`config.mk`:
```
export PLATFORM = sky130hd
export DESIGN_NAME = fba_alu
export DESIGN_NICKNAME = d
export VERILOG_FILES = /design/src/design/first_fit_block_allocator_macros.svh /design/src/design/fba_pkg.sv /design/src/design/fba_alu.sv
export SDC_FILE = /design/constraint.sdc
export NUM_CORES = 1
export LEC_CHECK = 0
export BUFFER_PORTS_ARGS = -buffer_cell sky130_fd_sc_hd__buf_4
export CELL_PAD_IN_SITES_DETAIL_PLACEMENT = 0
export CELL_PAD_IN_SITES_GLOBAL_PLACEMENT = 2
export CORE_MARGIN = 2
export CORE_UTILIZATION = 23
export DETAILED_ROUTE_END_ITERATION = 10
export PLACE_DENSITY_LB_ADDON = 0.25
export SYNTH_ARGS = -nofsm -noshare
export SYNTH_HDL_FRONTEND = slang
export SYNTH_SLANG_ARGS = --single-unit
```
`constraint.sdc`:
```
create_clock -name vclk -period 3.05
set_input_delay 0.61 -clock vclk [all_inputs]
set_output_delay 0.61 -clock vclk [all_outputs]
set_load 0.05 [all_outputs]
```
`src/design/first_fit_block_allocator_macros.svh`:
```
// Assertion macros for the first-fit block allocator.
`ifndef FIRST_FIT_BLOCK_ALLOCATOR_MACROS_SVH
`define FIRST_FIT_BLOCK_ALLOCATOR_MACROS_SVH
`ifndef SYNTHESIS
`define FBA_ASSERT(lbl, prop) \
  lbl: assert property (@(posedge clk_i) disable iff (!rst_ni) prop) \
    else $error("assertion failed");
`define FBA_ASSERT_MSG(lbl, prop, msg) \
  lbl: assert property (@(posedge clk_i) disable iff (!rst_ni) prop) \
    else $error(msg);
`else
`define FBA_ASSERT(lbl, prop)
`define FBA_ASSERT_MSG(lbl, prop, msg)
`endif
`endif

```
`src/design/fba_pkg.sv`:
```
package fba_pkg;

  localparam int unsigned TotalKb    = 512;
  localparam int unsigned BlockSlots = 512;
  localparam int unsigned IdxW       = 9;
  localparam int unsigned CntW       = 10;
  localparam int unsigned StartW     = 9;
  localparam int unsigned SizeW      = 10;
  localparam int unsigned OwnerW     = 7;

  localparam logic FuncAlloc = 1'b0;
  localparam logic FuncFree  = 1'b1;

  localparam logic StatusDone = 1'b0;
  localparam logic StatusFail = 1'b1;

  typedef struct packed {
    logic [StartW-1:0] start;
    logic [SizeW-1:0]  size;
    logic              free;
    logic [OwnerW-1:0] owner;
  } entry_t;

  typedef struct packed {
    logic [SizeW-1:0] a;
    logic [SizeW-1:0] b;
    logic             sub;
  } alu_req_t;

  typedef enum logic [3:0] {
    ST_INIT,
    ST_IDLE,
    ST_A_SCAN,
    ST_A_SHIFT,
    ST_A_SPLIT_HI,
    ST_A_SPLIT_LO,
    ST_A_SPLIT_WR,
    ST_F_SCAN,
    ST_F_FLUSH,
    ST_DONE
  } state_e;

endpackage

```
`src/design/fba_alu.sv`:
```
module fba_alu
  import fba_pkg::*;
(
  input  alu_req_t       req_i,
  output logic [SizeW:0] res_o
);

  always_comb begin
    if (req_i.sub) begin
      res_o = {1'b0, req_i.a} - {1'b0, req_i.b};
    end else begin
      res_o = {1'b0, req_i.a} + {1'b0, req_i.b};
    end
  end

endmodule

```
==> summary.txt <==
Outcome
  – Status: finished, violations left
  – Failing checks: setup timing

Worst setup path
  – Crit-path leading delay family: compound AO/OA/AOI/OAI gates
  – Arrival @ worst endpoint: 2.82 ns
  – Slowest stage cell, crit path: a2111oi_4
  – CP max FO: 4
  – Crit-path cells: buf_8, nor3_4, and3_4, nor2_4, xnor2_1, ha_1, and3_4, a2111oi_4, o21ai_2, a21oi_4, xor2_4, buf_6
  – Worst path max stage delay: 0.38 ns
  – Required @ worst endpoint: 2.44 ns
  – Cell repeated most along the worst path: and3_4
  – Critical path startpoint category: input port
  – Critical path class: in -> out
  – Crit path capture type: output pin
  – Worst path bufs/invs: 2

Global route
  – Pin count of the biggest net entering global routing: 7
  – First-pass GRT wire length: 3.622 mm
  – Total congestion overflow: 0
  – Initial antenna violation count: 0
  – Vias in the first global route: 901
  – GRT Total Usage: 13.08%

Final layout
  – Fill cells: 255
  – Core Util, Final: 58.40%
  – Ant. Diodes: 0
  – Layout Cells excl Fill: 191
  – Layout cells sized above 1: 70.00%
  – Clk_buf instances: 0
  – Final sequential cell count: 0
  – Register area: 0 sq um
  – P&R area growth vs syn: 143.5%
  – Fin nets: 196

Timing
  – Fmax: 291.9 MHz
  – Worst-margin pin slew: 0.4788 ns
  – Rel. slew slack: 67.66%
  – Final Hold Viols: 0
  – Final min period: 3.426 ns
  – Hold slack: 1.684 ns
  – Unrepaired setup endpoints after global routing: yes
  – Final Cycle Share: 112.3%
  – Final setup TNS: -1.451 ns
  – Final Max Tran Viols: 0
  – Setup violators final: 6
  – Final WS setup: -0.3756 ns

Placement
  – Port Buffers: 32
  – Detailed placement HPWL: 1.684 mm
  – Gpl congestion: 0.6991
  – Placed cells: 183

Synthesis
  – Cell area after synthesis: 655.6 sq um
  – Mapped Cells: 85
  – Syn_nets: 119
  – Seq/Total Area, Yosys: 0%
  – Syn avg cell area: 7.713 sq um
  – Post-synthesis cell type count: 30
  – Synthesis Warnings: 0

Power and ir drop
  – Max VDD drop: 0.2693 mV
  – Cell Pwr Density: 389.7 nW/um^2
  – Leakage power: 0.7535 nW

Floorplan
  – I/O pin count: 32
  – Initial Util: 23.98%
  – Die ar.: 3294 sq um
  – Chip height: 57.39 microns
  – Core area: 2734 sq um
  – Die X: 57.39 microns
  – Cell Rows: 19

Detailed routing
  – WL/cell: 10.68 microns
  – Remaining antenna violation count: 0
  – Vias: 871
  – Pre-Repair DR Iteration Count: 2
  – Final WL: 2.039 mm
  – Via/cell ratio: 4.560
  – Residual DRC count: 0
  – DR iter-0 viols: 2

Hold path
  – Hold WC Path Type: in -> out

Job
  – Max cap viols: 0
## kinds of logic (layout without fill, tap and decap cells)
family,Yosys count,after routing,synth area share [%]
compound gates,25,25,28.44
simple gates,21,21,17.56
xor+xnor,16,16,21.37
mux,1,1,1.527
buf+inv,9,84,5.152
fa+ha+maj,13,13,25.95
## timing repair
item / 4_1_cts / 5_1_grt
gates cloned: 0 / 0
hold buffers: 0 / 0
buffers inserted: 5 / 5
setup endpoints to repair: 6 / 8
pin swaps: 20 / 6
gates resized for setup: 25 / 15
## power breakdown
part | total, W | switching (W) | internal, W
clock network | 0 | 0 | 0
registers | 0 | 0 | 0
logic | 0.000622 | 0.000330 | 0.000292
## cell usage after synthesis, drive strengths merged
| master | n | area [sq um] |
|---|---|---|
| inv | 8 | 30.03 |
| o21ai | 4 | 23.77 |
| nand2b | 2 | 12.51 |
| nor2 | 6 | 22.52 |
| ha | 12 | 150.1 |
| and3 | 3 | 23.77 |
| nand4 | 1 | 6.260 |
| nor2b | 1 | 6.260 |
| a41oi | 1 | 8.760 |
| fa | 1 | 20.02 |
| a21oi | 8 | 47.55 |
| o31a | 1 | 8.760 |
| nor4 | 1 | 6.260 |
| o21bai | 1 | 7.510 |
| or3 | 1 | 6.260 |
| clkbuf | 1 | 3.750 |
| o211ai | 1 | 7.510 |
| o21a | 1 | 7.510 |
| and2 | 1 | 6.260 |
| xnor2 | 11 | 96.34 |
| mux2i | 1 | 10.01 |
| a21o | 3 | 22.52 |
| xor2 | 5 | 43.79 |
| nor3 | 4 | 20.02 |
| a2111oi | 1 | 27.53 |
| nand3 | 1 | 5.000 |
| a31oi | 4 | 25.02 |
## per-layer routing
metal	wire length, microns	track usage, %	up-vias
li1	-	-	462
met1	803	16.21	394
met2	1177	25.49	15
met3	58	0.6803	0
met4	0	0.9967	0
met5	0	0	-
## stage by stage
stage	worst slack [ns]	cell area [sq um]	power (W)
after global routing	-0.4939	1597	0.0006607
after floorplan	-0.3618	829.5	0.0003623
after CTS	-0.3780	1513	0.0005989
final	-0.3756	1597	0.0006222
after detailed placement	-0.4939	1365	0.0005450
after global placement	-0.5050	1365	0.0005424
## final cells by class
class                           instances  area (sq um)  area share (%)
Timing Repair Buffer                   76         650.6           40.75
Multi-Input combinational cell         76         862.1           54.00
Inverter                                8         45.04           2.821
Tap cell                               31         38.79           2.429
## final timing paths
| check | start | to | slack, ns | depth (start not counted) |
|---|---|---|---|---|
| max | req_i[5] | res_o[10] | -0.38 | 12 |
| min | req_i[11] | res_o[0] | 1.68 | 5 |
## cells in the final DEF (no fill, tap or decap), types with 3 or more instances in the layout
master,instances
a21o_1,3
a21oi_1,4
a21oi_2,3
a31oi_1,4
and3_4,3
buf_4,59
buf_6,14
ha_1,8
inv_1,6
nor2_1,3
o21ai_2,3
xnor2_1,8
xor2_4,3
(Power assumes the default switching activity.)
